### src/rtl/ncpm_pkg.sv
package ncpm_pkg;

	localparam int DIST_W = 34;
	localparam int RSQ_W  = 24;

	localparam logic CMD_LOAD  = 1'b0;
	localparam logic CMD_QUERY = 1'b1;

	localparam logic [1:0] CFG_ENTRIES = 2'd0;
	localparam logic [1:0] CFG_SEARCH  = 2'd1;
	localparam logic [1:0] CFG_ACCEPT  = 2'd2;

	localparam logic [8:0]        ENTRIES_RST = 9'd0;
	localparam logic [RSQ_W-1:0]  SRCH_SQ_RST = 24'd57600;
	localparam logic [RSQ_W-1:0]  ACC_SQ_RST  = 24'd6400;
	localparam logic [DIST_W-1:0] DIST_NONE   = {DIST_W{1'b1}};

	typedef struct packed {
		logic               cmd;
		logic [7:0]         entry_index;
		logic signed [15:0] pos_x;
		logic signed [15:0] pos_y;
		logic               entry_visible;
	} req_t;

	typedef struct packed {
		logic              match_found;
		logic [7:0]        match_index;
		logic [DIST_W-1:0] distance_sq;
		logic              match_accepted;
	} rsp_t;

	typedef struct packed {
		logic               op;
		logic [7:0]         entry_index;
		logic signed [15:0] pos_x;
		logic signed [15:0] pos_y;
		logic               entry_visible;
	} job_t;

	typedef struct packed {
		logic [8:0]       entries;
		logic [RSQ_W-1:0] srch_sq;
		logic [RSQ_W-1:0] acc_sq;
	} cfg_t;

	typedef struct packed {
		logic clearing;
	} bk_stat_t;

endpackage

### src/rtl/ncpm_req_if.sv
interface ncpm_req_if;
	logic               valid;
	logic               ready;
	ncpm_pkg::req_t     data;

	modport source(output valid, output data, input ready);
	modport sink(input valid, input data, output ready);
endinterface

### src/rtl/ncpm_front.sv
module ncpm_front #(
	parameter int CATALOG_DEPTH = 256
) (
	input  logic                 clk,
	input  logic                 arst_n,
	ncpm_req_if.sink             req,
	input  ncpm_pkg::bk_stat_t   stat,
	output logic                 job_valid,
	input  logic                 job_ready,
	output ncpm_pkg::job_t       job
);

	ncpm_pkg::job_t q_mem [2];
	logic       wr_ptr_q;
	logic       rd_ptr_q;
	logic [1:0] cnt_q;
	logic       take;
	logic       keep;
	logic       push;
	logic       pop;

	assign req.ready = (cnt_q != 2'd2) && !stat.clearing;
	assign take      = req.valid && req.ready;
	// drop loads aimed past the end of the catalog
	assign keep      = (req.data.cmd == ncpm_pkg::CMD_QUERY) ||
	                   (int'(req.data.entry_index) < CATALOG_DEPTH);
	assign push      = take && keep;
	assign job_valid = (cnt_q != 2'd0);
	assign pop       = job_valid && job_ready;
	assign job       = q_mem[rd_ptr_q];

	always_ff @(posedge clk) begin
		if (push) begin
			q_mem[wr_ptr_q] <= '{op:            req.data.cmd,
			                     entry_index:   req.data.entry_index,
			                     pos_x:         req.data.pos_x,
			                     pos_y:         req.data.pos_y,
			                     entry_visible: req.data.entry_visible};
		end
	end

	always_ff @(posedge clk or negedge arst_n) begin
		if (!arst_n) begin
			wr_ptr_q <= 1'b0;
			rd_ptr_q <= 1'b0;
			cnt_q    <= 2'd0;
		end else begin
			if (push) begin
				wr_ptr_q <= !wr_ptr_q;
			end
			if (pop) begin
				rd_ptr_q <= !rd_ptr_q;
			end
			if (push && !pop) begin
				cnt_q <= cnt_q + 2'd1;
			end else if (pop && !push) begin
				cnt_q <= cnt_q - 2'd1;
			end
		end
	end

endmodule

### src/flat_wrapper.sv
// flat-port wrapper written by rule: the top's interface ports become plain ports
module ncpm_front_flat 
#(
	parameter int CATALOG_DEPTH = 256
)
  (clk, arst_n, stat, job_valid, job_ready, job, req_valid, req_data, req_ready);
  ncpm_req_if req_i ();
  input  logic clk;
  input  logic arst_n;
  input  ncpm_pkg::bk_stat_t stat;
  output logic job_valid;
  input  logic job_ready;
  output ncpm_pkg::job_t job;
  input wire logic [$bits(req_i.valid)-1:0] req_valid;
  input wire logic [$bits(req_i.data)-1:0] req_data;
  output wire logic [$bits(req_i.ready)-1:0] req_ready;
  assign req_i.valid = req_valid;
  assign req_i.data = req_data;
  assign req_ready = req_i.ready;
  ncpm_front #(.CATALOG_DEPTH(CATALOG_DEPTH)) u_core (.clk(clk), .arst_n(arst_n), .req(req_i), .stat(stat), .job_valid(job_valid), .job_ready(job_ready), .job(job));
endmodule
### config.mk
export PLATFORM = sky130hd
export DESIGN_NAME = ncpm_front_flat
export DESIGN_NICKNAME = d
export VERILOG_FILES = /design/src/rtl/ncpm_pkg.sv /design/src/rtl/ncpm_req_if.sv /design/src/rtl/ncpm_front.sv /design/src/flat_wrapper.sv
export SDC_FILE = /design/constraint.sdc
export NUM_CORES = 1
export LEC_CHECK = 0
export BUFFER_PORTS_ARGS = -buffer_cell sky130_fd_sc_hd__buf_4
export CORE_ASPECT_RATIO = 0.9
export CORE_MARGIN = 2
export CORE_UTILIZATION = 54
export CTS_BUF_LIST = sky130_fd_sc_hd__clkbuf_8
export CTS_CLUSTER_SIZE = 20
export DETAILED_ROUTE_END_ITERATION = 12
export GPL_ROUTABILITY_DRIVEN = 0
export PLACE_DENSITY_LB_ADDON = 0.3
export SKIP_LAST_GASP = 1
export SLEW_MARGIN = 20
export SYNTH_ARGS = -nofsm -noshare
export SYNTH_HDL_FRONTEND = slang
export SYNTH_SLANG_ARGS = --single-unit
export TNS_END_PERCENT = 10
### constraint.sdc
create_clock -name clk -period 3.9 [get_ports clk]
set_input_delay 0 -clock clk [delete_from_list [all_inputs] [get_ports clk]]
set_output_delay 0 -clock clk [all_outputs]
set_load 0.005 [all_outputs]
==> results_tabular.tex, run 1 <==
\begin{tabular}{lr}
\hline
Metric & Value \\
\hline
\multicolumn{2}{l}{\textbf{Layout}} \\
Signed area change from the synthesized netlist to the final layout & 43.38\% \\
Non-filler cells in the finished layout & 367 \\
Sequential Area & 2624 um2 \\
Area used by multi-input combinational logic & 595.6 um2 \\
Most frequent cells in the layout & sky130\_fd\_sc\_hd\_\_buf\_4 (90), sky130\_fd\_sc\_hd\_\_edfxtp\_1 (84), sky130\_fd\_sc\_hd\_\_dlygate4sd3\_1 (46) \\
Post-route cell area & 4673 um2 \\
Fraction of final layout cells sized beyond drive strength 1 & 37.04\% \\
Core occupancy in the finished layout & 81.16\% \\
Count of fill cells added during filler insertion & 308 \\
Number of diodes added for antenna fixing & 0 \\
Most frequent standard cell in the layout excluding fill and tap cells & sky130\_fd\_sc\_hd\_\_buf\_4 \\
Number of nets in the finished design & 340 \\
\multicolumn{2}{l}{\textbf{STA}} \\
Max Freq & 474.3 MHz \\
Remaining max-slew budget at the tightest pin & 31.25\% \\
Measured slew at the worst slew-check pin & 1031 ps \\
Setup repair after global routing missed its margin & false \\
Min Hold Slack & 86.14 ps \\
Worst setup skew after layout & 7.651 ps \\
Setup-failing EPs final & 0 \\
Post-route fraction of the period consumed by the critical path & 54.06\% \\
Final Max Slew Viols & 0 \\
Shortest clock period the worst path allows after layout & 2108 ps \\
Setup TNS & 0 ps \\
Final Hold Vio Count & 0 \\
Worst setup margin & 1792 ps \\
\multicolumn{2}{l}{\textbf{Route}} \\
Router iterations before antenna repair & 11 \\
Total DRC errors in the routed layout & 6 \\
Number of vias in the routed layout & 1829 \\
WL per Instance & 16.17 um \\
Routed vias/inst & 4.984 \\
DRT antenna net count & 0 \\
Total wire length after detailed routing & 5935 um \\
DRC marker count from the first detailed-route iteration & 142 \\
\multicolumn{2}{l}{\textbf{Floorplan}} \\
Die Height & 77.71 um \\
DIE AREA & 6674 um2 \\
I/O pin count & 91 \\
Die width & 85.90 um \\
Number of rows created at floorplan & 26 \\
Starting Density & 56.61\% \\
Core Area & 5758 um2 \\
\multicolumn{2}{l}{\textbf{Place}} \\
Placed Instance Area & 4010 um2 \\
Buffers added on ports & 90 \\
DP HPWL & 3386 um \\
Cell Count Post-Placement & 305 \\
Minimum setup slack after placement & 1787 ps \\
\multicolumn{2}{l}{\textbf{Worst setup path}} \\
Crit path max fanout & 42 \\
Buffers plus inverters on the worst setup path & 0 \\
Series of cell instances along the critical path & nor2b\_2 -> nor3b\_4 -> and2\_2 \\
Req. time, crit path & 3860 ps \\
CP max-delay cell & sky130\_fd\_sc\_hd\_\_and2\_2 \\
Gate family responsible for the most delay along the worst path & simple AND/OR/NAND/NOR gates \\
WS Path Type & flop to flop \\
Arrival time at the worst endpoint & 2070 ps \\
Startpoint Class & flop \\
Max stage delay on crit path & 880 ps \\
Setup crit end kind & flop \\
\multicolumn{2}{l}{\textbf{Clocking}} \\
\# Post-CTS Setup Buffers & 0 \\
Clock tree from TritonCTS & yes \\
Max Root-Sink Buffers & 2 \\
Clock root buffer & sky130\_fd\_sc\_hd\_\_clkbuf\_8 \\
Total number of H-tree levels & 3 \\
Inserted Clock Buffers & 9 \\
Source-to-sink clock delay at the later pin of the worst-skew pair & 340 ps \\
Total clock sinks & 88 \\
Reg clk slew, reported paths & 80 ps \\
\multicolumn{2}{l}{\textbf{Synth}} \\
Share of synthesized cell area in full adder, half adder and majority cells & 0.3839\% \\
Xor-xnor portion of the synthesized cell area & 1.344\% \\
Post-Syn Instances & 149 \\
Proportion of synthesized chip area in sequential cells & 80.46\% \\
Dominant combinational cell family by area after synthesis & multiplexers \\
Synth Cell Area & 3259 um2 \\
Area fraction in compound gates after synthesis & 0\% \\
Nets in the synthesized netlist & 197 \\
Synth Area in Simple Gates & 1.766\% \\
Post-synthesis sequential element count & 88 \\
Number of distinct standard cells referenced by the synthesized netlist & 16 \\
Number of warnings reported in the yosys synthesis log & 0 \\
Multiplexer fraction of the synthesized cell area & 14.51\% \\
Mean cell area of the mapped netlist & 21.88 um2 \\
Dominant cells by area after synthesis & sky130\_fd\_sc\_hd\_\_edfxtp\_1 (77\%), sky130\_fd\_sc\_hd\_\_mux2\_1 (13\%), sky130\_fd\_sc\_hd\_\_dfrtp\_1 (3.1\%) \\
Top-area cell type share of the netlist area & 77.39\% \\
Top cell type by total area after synthesis & sky130\_fd\_sc\_hd\_\_edfxtp\_1 \\
\multicolumn{2}{l}{\textbf{Global route}} \\
Total global routing track utilization & 18.68\% \\
Wire length of the first global-routing pass & 9190 um \\
Overflow left after global routing & 0 \\
Pin count of the biggest net entering global routing & 44 \\
Via count of the first global-routing pass & 1905 \\
Antenna violations before repair & 0 \\
\multicolumn{2}{l}{\textbf{Power}} \\
Total power per unit cell area & 561.4 nW/um2 \\
Leakage dissipation & 1.779 nW \\
Max rail drop VDD & 0.0005056 V \\
Overall power consumption & 2.623 mW \\
\multicolumn{2}{l}{\textbf{Status}} \\
Status & finished, violations left \\
Failing checks & design-rule violations \\
\multicolumn{2}{l}{\textbf{Run}} \\
Number of max-capacitance violations reported & 0 \\
\multicolumn{2}{l}{\textbf{Min path}} \\
Worst hold path class & primary input to flop \\
\hline
\end{tabular}
-- worst register-to-register path, cell delays in order (launching register included) --
cell and delay [ps]:
sky130_fd_sc_hd__dfrtp_1 400, sky130_fd_sc_hd__nor2b_2 180, sky130_fd_sc_hd__nor3b_4 250, sky130_fd_sc_hd__and2_2 880
-- synth_stat cells, drive strengths merged --
cell type	instances
nor2b	2
edfxtp	84
xnor2	2
nand2	1
xor2	3
and2	1
nor2	2
or2	1
mux2	42
nor3b	1
dfrtp	4
ha	1
buf	5
-- power by group --
part	switching (mW)	total, mW	internal [mW]
logic	0.255	0.680	0.425
clock network	0.282	0.632	0.350
registers	0.129	1.31	1.18
total	0.667	2.62	1.96
-- what timing repair did --
| action | in CTS | in global routing |
|---|---|---|
| gates resized for setup | 0 | 0 |
| hold buffers | 46 | 0 |
| hold endpoints to repair | 90 | 0 |
-- final timing paths --
path	from	to	slack, ps	depth (start not counted)
worst max-delay path	u_core.cnt_q[1]$_DFFE_PN0P_	u_core.q_mem[1][20]$_DFFE_PP_	1790	3
worst min-delay path	req_valid	u_core.wr_ptr_q$_DFFE_PN0P_	90	3
worst max register to register	u_core.cnt_q[1]$_DFFE_PN0P_	u_core.q_mem[1][20]$_DFFE_PP_	1790	3
worst min register to register	u_core.cnt_q[1]$_DFFE_PN0P_	u_core.cnt_q[1]$_DFFE_PN0P_	480	1
max in group asynchronous	arst_n	u_core.rd_ptr_q$_DFFE_PN0P_	3130	3
min in group asynchronous	arst_n	u_core.cnt_q[0]$_DFFE_PN0P_	580	3
-- layer usage --
layer	up-vias	global-route usage, %	wire (um)
li1	863	-	-
met1	892	22.12	2184
met2	66	31.94	3269
met3	8	5.532	389
met4	0	7.460	91
met5	-	0	0
-- registers in the layout, summed over array words and instances, names as in the netlist --
| name | count |
|---|---|
| u_core.cnt_q | 2 |
| u_core.q_mem | 84 |
| u_core.rd_ptr_q | 1 |
| u_core.wr_ptr_q | 1 |
-- final cells by class --
type,count,share of cell area [%]
Timing Repair Buffer,137,24.90
Sequential cell,88,56.14
Multi-Input combinational cell,56,12.74
Clock buffer,9,2.651
Tap cell,70,1.874
Clock inverter,7,1.687
-- kinds of logic (layout without fill, tap and decap cells) --
kind of cell | Yosys count | in the layout
DFF | 88 | 88
muxes | 42 | 42
and+or+nand+nor | 8 | 8
xor gates and xnor gates | 5 | 5
buffers and inverters | 5 | 153
adders and majority gates | 1 | 1
Note: power is estimated with default switching activity, not from simulation.
==> run 2, diff against run 1 <==
- CORE_UTILIZATION: 54 -> 48
- clock period: 3.9 -> 1.7 ns (I/O delays scaled with it)
==> run 2 against run 1 <==
Compared with the run above: the run now ends clean; count of clock-buffer cells in the layout unchanged; sequential cell count unchanged; sequential power increased by 120%; clock skew increased by 4.4 ps; utilization decreased by 7.7 points; register-to-register slack got worse by 1700 ps; maximum frequency increased by 30%; wire length increased by 8.6%; via count increased by 2.7%; critical endpoint is now u_core.q_mem[0][6]$_DFFE_PP_; largest cell class unchanged.
==> results_tabular.tex, run 2 (synthesized netlist as in run 1, its figures left out) <==
\begin{tabular}{lr}
\hline
Metric & Value \\
\hline
\multicolumn{2}{l}{\textbf{Worst setup path}} \\
Setup crit end kind & flop \\
Req. time, crit path & 1750 ps \\
CP max-delay cell & sky130\_fd\_sc\_hd\_\_dfrtp\_1 \\
WS Path Type & flop to flop \\
Max stage delay on crit path & 410 ps \\
Crit-path most repeated cell & sky130\_fd\_sc\_hd\_\_nor2b\_4 \\
Arrival time at the worst endpoint & 1660 ps \\
Series of cell instances along the critical path & nor2b\_4 -> nor3b\_4 -> nor2b\_4 -> buf\_12 \\
Crit path max fanout & 26 \\
Startpoint Class & flop \\
\multicolumn{2}{l}{\textbf{Clocking}} \\
Source-to-sink clock delay at the later pin of the worst-skew pair & 350 ps \\
Clock tree from TritonCTS & yes \\
Max Root-Sink Buffers & 2 \\
Reg clk slew, reported paths & 90 ps \\
Total number of H-tree levels & 3 \\
Inserted Clock Buffers & 9 \\
Clock root buffer & sky130\_fd\_sc\_hd\_\_clkbuf\_8 \\
Total clock sinks & 88 \\
\multicolumn{2}{l}{\textbf{Floorplan}} \\
Starting Density & 49.49\% \\
Die width & 90.86 um \\
Core Area & 6586 um2 \\
I/O pin count & 91 \\
Die Height & 82.18 um \\
DIE AREA & 7466 um2 \\
Number of rows created at floorplan & 28 \\
\multicolumn{2}{l}{\textbf{Global route}} \\
Met1 track demand over resource & 20.42\% \\
Via count of the first global-routing pass & 1938 \\
Total global routing track utilization & 17.72\% \\
Met2 Usage GRT & 32.39\% \\
Pin count of the biggest net entering global routing & 27 \\
Overflow left after global routing & 0 \\
Met3 Track Usage GR & 5.445\% \\
Wire length of the first global-routing pass & 9687 um \\
Global routing's busiest layer & met2 \\
Antenna violations before repair & 0 \\
\multicolumn{2}{l}{\textbf{STA}} \\
Final Hold Vio Count & 0 \\
Shortest clock period the worst path allows after layout & 1616 ps \\
Measured slew at the worst slew-check pin & 248.6 ps \\
Setup TNS & 0 ps \\
Final Max Slew Viols & 0 \\
Max Freq & 618.8 MHz \\
Setup repair after global routing missed its margin & false \\
Post-route fraction of the period consumed by the critical path & 95.07\% \\
Worst setup skew after layout & 12.01 ps \\
Setup-failing EPs final & 0 \\
Remaining max-slew budget at the tightest pin & 83.41\% \\
\multicolumn{2}{l}{\textbf{Layout}} \\
Count of fill cells added during filler insertion & 410 \\
Most frequent cells in the layout & sky130\_fd\_sc\_hd\_\_buf\_4 (92), sky130\_fd\_sc\_hd\_\_edfxtp\_1 (84), sky130\_fd\_sc\_hd\_\_dlygate4sd3\_1 (46) \\
Largest register FFs & 84 \\
Signed area change from the synthesized netlist to the final layout & 48.37\% \\
Fraction of final layout cells sized beyond drive strength 1 & 40.13\% \\
Non-filler cells in the finished layout & 394 \\
Top Registers & u\_core.q\_mem (84), u\_core.cnt\_q (2) \\
Number of nets in the finished design & 347 \\
Biggest register & u\_core.q\_mem \\
Number of diodes added for antenna fixing & 0 \\
Most frequent standard cell in the layout excluding fill and tap cells & sky130\_fd\_sc\_hd\_\_buf\_4 \\
Area used by multi-input combinational logic & 600.6 um2 \\
Sequential Area & 2626 um2 \\
\multicolumn{2}{l}{\textbf{Route}} \\
Number of vias in the routed layout & 1878 \\
DRT antenna net count & 0 \\
WL per Instance & 16.35 um \\
Total DRC errors in the routed layout & 0 \\
Routed vias/inst & 4.766 \\
Total wire length after detailed routing & 6443 um \\
Router iterations before antenna repair & 4 \\
DRC marker count from the first detailed-route iteration & 91 \\
\multicolumn{2}{l}{\textbf{Status}} \\
Status & finished, final reports clean \\
\multicolumn{2}{l}{\textbf{Power}} \\
Max rail drop VDD & 0.001096 V \\
Total power per unit cell area & 1321 nW/um2 \\
Overall power consumption & 6.386 mW \\
Leakage dissipation & 1.832 nW \\
\multicolumn{2}{l}{\textbf{Min path}} \\
Worst hold path class & primary input to flop \\
\multicolumn{2}{l}{\textbf{Run}} \\
Number of max-capacitance violations reported & 0 \\
\multicolumn{2}{l}{\textbf{Place}} \\
Cell Count Post-Placement & 330 \\
Buffers added on ports & 90 \\
\hline
\end{tabular}
## run 2: changes by cell type in the layout (fill, tap and decap cells not counted)
cell / change
sky130_fd_sc_hd__inv_1: -2
sky130_fd_sc_hd__buf_4: +2
sky130_fd_sc_hd__dfrtp_4: +1
sky130_fd_sc_hd__clkinv_1: -3
sky130_fd_sc_hd__buf_12: +6
sky130_fd_sc_hd__clkinvlp_4: +2
sky130_fd_sc_hd__nor2b_2: -1
sky130_fd_sc_hd__inv_6: +3
sky130_fd_sc_hd__buf_16: -1
sky130_fd_sc_hd__nor2b_4: +1
sky130_fd_sc_hd__dfrtp_2: -1
## run 2: layout make-up
class                      count  area share, %
clock inverter                 7          2.096
clock buffer                   9          2.561
tap                           90          2.329
timing repair buffer         144          26.29
sequential                    88          54.31
multi-input combinational     56          12.42
## run 2: final timing paths
kind	cells after the start	startpoint	end	slack, ps
worst max-delay path	4	u_core.cnt_q[1]$_DFFE_PN0P_	u_core.q_mem[0][6]$_DFFE_PP_	80
worst min-delay path	3	req_valid	u_core.wr_ptr_q$_DFFE_PN0P_	80
worst max register to register	4	u_core.cnt_q[1]$_DFFE_PN0P_	u_core.q_mem[0][6]$_DFFE_PP_	80
worst min register to register	1	u_core.cnt_q[1]$_DFFE_PN0P_	u_core.cnt_q[1]$_DFFE_PN0P_	500
max in group asynchronous	3	arst_n	u_core.rd_ptr_q$_DFFE_PN0P_	940
min in group asynchronous	3	arst_n	u_core.cnt_q[0]$_DFFE_PN0P_	560
## run 2: through the flow
| step | util (%) | setup slack (ps) | hold slack, ps | instance area (um2) |
|---|---|---|---|---|
| after floorplan | - | -180.6 | -295.6 | 3273 |
| after detailed placement | 62.75 | 98.50 | -198.0 | 4133 |
| after global routing | 73.42 | 29.49 | 82.90 | 4836 |
| after CTS | 73.20 | 46.31 | 75.84 | 4821 |
| final | 73.42 | 83.89 | 82.56 | 4836 |
| after global placement | 62.75 | 149.6 | -196.8 | 4133 |
## run 2: timing repair
action,4_1_cts,5_1_grt
buffers inserted,0,2
setup endpoints to repair,1,3
hold buffers,46,0
hold endpoints to repair,90,0
resized for setup,1,0
gates cloned,0,0
## run 2: critical path: cells and delay by family (launching register included)
kind / cells / cell delay [ps]
DFF: 1 / 410
and+or+nand+nor: 3 / 690
buffers and inverters: 1 / 210
## run 2: where the power goes
part | switching [mW] | total, mW | internal [mW]
registers | 0.136 | 2.85 | 2.71
clock network | 0.757 | 1.60 | 0.843
logic | 0.794 | 1.94 | 1.14
## run 2: layer usage
layer / part of all wire (%) / vias to the layer above
met5: 0 / -
met4: 1.2 / 0
met3: 4.4 / 8
met2: 53 / 59
met1: 41 / 933
li1: - / 878
==> run 3, diff against run 2 <==
- CORE_MARGIN: 2 -> 1.5
- SETUP_SLACK_MARGIN: not set -> 0.3
- SKIP_CTS_REPAIR_TIMING: not set -> 1
==> run 3 against run 2 <==
Compared with the run above: sequential share of layout area down 0.65 points; critical path depth decreased by 1; sequential power about the same; first-iteration DRC count fell by 45%; clock power is 16% higher; count of clock-buffer cells in the layout unchanged; largest power group unchanged; highest routed layer unchanged.
==> results_tabular.tex, run 3 (synthesized netlist as in run 1, its figures left out) <==
\begin{tabular}{lr}
\hline
Metric & Value \\
\hline
\multicolumn{2}{l}{\textbf{Floorplan}} \\
Die width & 89.86 um \\
Starting Density & 49.49\% \\
Die Height & 81.18 um \\
Number of rows created at floorplan & 28 \\
DIE AREA & 7294 um2 \\
I/O pin count & 91 \\
Core Area & 6586 um2 \\
\multicolumn{2}{l}{\textbf{Power}} \\
Cell Int Power & 5.018 mW \\
Sw power & 1.639 mW \\
Leakage dissipation & 1.873 nW \\
Proportion of power drawn by combinational gates & 29.4\% \\
Clock Power Share & 27.8\% \\
Total power per unit cell area & 1359 nW/um2 \\
Switching share of total power & 24.62\% \\
Max rail drop VDD & 0.0008975 V \\
Sequential share of power & 42.8\% \\
\multicolumn{2}{l}{\textbf{Worst setup path}} \\
Beginning of the critical path & u\_core.rd\_ptr\_q\$\_DFFE\_PN0P\_ \\
Arrival time at the worst endpoint & 1570 ps \\
Crit path max fanout & 21 \\
Setup crit end kind & primary output \\
Max stage delay on crit path & 540 ps \\
Startpoint Class & flop \\
Req. time, crit path & 1700 ps \\
Series of cell instances along the critical path & buf\_12 -> mux2\_1 -> buf\_4 \\
CP max-delay cell & sky130\_fd\_sc\_hd\_\_dfrtp\_4 \\
WS Path Type & flop to primary output \\
Startpoint of the lowest-slack register-to-register path & u\_core.cnt\_q[1]\$\_DFFE\_PN0P\_ \\
\multicolumn{2}{l}{\textbf{STA}} \\
Final Max Slew Viols & 0 \\
Measured slew at the worst slew-check pin & 210.3 ps \\
Final Hold Vio Count & 0 \\
Worst setup skew after layout & 10.44 ps \\
Post-route fraction of the period consumed by the critical path & 92.15\% \\
Setup-failing EPs final & 0 \\
Shortest clock period the worst path allows after layout & 1567 ps \\
Remaining max-slew budget at the tightest pin & 85.96\% \\
Max Freq & 638.3 MHz \\
Setup repair after global routing missed its margin & true \\
\multicolumn{2}{l}{\textbf{Clocking}} \\
Source-to-sink clock delay at the later pin of the worst-skew pair & 360 ps \\
Clock root buffer & sky130\_fd\_sc\_hd\_\_clkbuf\_8 \\
Inserted Clock Buffers & 9 \\
Reg clk slew, reported paths & 80 ps \\
Total clock sinks & 88 \\
Clock tree from TritonCTS & yes \\
Total number of H-tree levels & 3 \\
Max Root-Sink Buffers & 2 \\
\multicolumn{2}{l}{\textbf{Route}} \\
Total DRC errors in the routed layout & 0 \\
Total wire length after detailed routing & 5963 um \\
Number of vias in the routed layout & 1821 \\
WL per Instance & 15.02 um \\
DRT antenna net count & 0 \\
Routed vias/inst & 4.587 \\
Router iterations before antenna repair & 4 \\
DRC marker count from the first detailed-route iteration & 50 \\
\multicolumn{2}{l}{\textbf{Layout}} \\
Count of fill cells added during filler insertion & 402 \\
Number of nets in the finished design & 350 \\
Most frequent cells in the layout & sky130\_fd\_sc\_hd\_\_buf\_4 (98), sky130\_fd\_sc\_hd\_\_edfxtp\_1 (84), sky130\_fd\_sc\_hd\_\_dlygate4sd3\_1 (44) \\
Signed area change from the synthesized netlist to the final layout & 50.25\% \\
Biggest register & u\_core.q\_mem \\
Largest register FFs & 84 \\
Post-route cell area & 4897 um2 \\
Number of diodes added for antenna fixing & 0 \\
Most frequent standard cell in the layout excluding fill and tap cells & sky130\_fd\_sc\_hd\_\_buf\_4 \\
Top Registers & u\_core.q\_mem (84), u\_core.cnt\_q (2) \\
Fraction of final layout cells sized beyond drive strength 1 & 42.02\% \\
Area used by multi-input combinational logic & 614.3 um2 \\
Sequential Area & 2628 um2 \\
Core occupancy in the finished layout & 74.35\% \\
\multicolumn{2}{l}{\textbf{Global route}} \\
Wire length of the first global-routing pass & 8211 um \\
Overflow left after global routing & 0 \\
Antenna violations before repair & 0 \\
Via count of the first global-routing pass & 1698 \\
Total global routing track utilization & 15.65\% \\
Pin count of the biggest net entering global routing & 27 \\
\multicolumn{2}{l}{\textbf{Place}} \\
Placed Instance Area & 4143 um2 \\
Buffers added on ports & 90 \\
DP HPWL & 3635 um \\
\multicolumn{2}{l}{\textbf{Min path}} \\
Worst hold path class & primary input to flop \\
Hold path startpoint & job\_ready \\
\multicolumn{2}{l}{\textbf{Run}} \\
Number of max-capacitance violations reported & 0 \\
\multicolumn{2}{l}{\textbf{Status}} \\
Status & finished, final reports clean \\
\hline
\end{tabular}
[run 3: changes by cell type in the layout (fill, tap and decap cells not counted), sizes merged]
| cell | previous run | this run |
|---|---|---|
| buf | 98 | 103 |
| bufinv | 2 | 4 |
| clkinv | 0 | 2 |
| clkinvlp | 2 | 0 |
| dlygate4sd3 | 46 | 44 |
| inv | 3 | 1 |
[run 3: final timing paths]
check | to | cells past startpoint | slack (ps)
worst max-delay path | job[22] | 3 | 130
worst min-delay path | u_core.rd_ptr_q$_DFFE_PN0P_ | 3 | 3
worst max register to register | u_core.cnt_q[1]$_DFFE_PN0P_ | 7 | 140
worst min register to register | u_core.cnt_q[1]$_DFFE_PN0P_ | 1 | 500
max in group asynchronous | u_core.rd_ptr_q$_DFFE_PN0P_ | 3 | 980
min in group asynchronous | u_core.cnt_q[1]$_DFFE_PN0P_ | 3 | 530
[run 3: routing by layer]
metal	vias to the layer above	GRT usage [%]	share of wire (%)
met5	-	0	0
met4	0	10.00	0.92
met3	8	4.213	4.9
met2	59	26.03	53
met1	872	18.46	41
li1	882	-	-
[run 3: power groups by stage]
stage	clock network [mW]	registers [mW]	logic [mW]
finish	1.85	2.85	1.96
detailed placement	0	2.92	1.79
floorplan	0	2.83	0.949
CTS	1.88	2.88	1.80
global placement	0	2.91	1.77
global route	1.96	2.88	2.11
[run 3: stage by stage]
step / power [mW] / setup slack [ps] / instances / TNS (ps) / hold WS, ps
after CTS: 6.561 / -5.596 / 349 / -5.596 / -590.3
after global placement: 4.674 / 181.5 / 333 / 0 / -199.2
after floorplan: 3.779 / -180.6 / 149 / -10830 / -295.6
after global routing: 6.953 / 100.2 / 397 / 0 / 4.924
after detailed placement: 4.705 / 139.4 / 333 / 0 / -200.8
final: 6.657 / 133.4 / 397 / 0 / 3.033
[run 3: critical path, delay by kind of cell (launching register included)]
kind,cells,cell delay (ps)
flops,1,540
mux,1,340
buf+inv,2,330
[run 3: final cells by class]
class | count | area share [%]
clock buffers | 9 | 2.529
clock inverters | 7 | 2.913
multi-input cells | 56 | 12.54
flip-flops and latches | 88 | 53.65
well taps | 90 | 2.299
repair buffers | 147 | 26.06
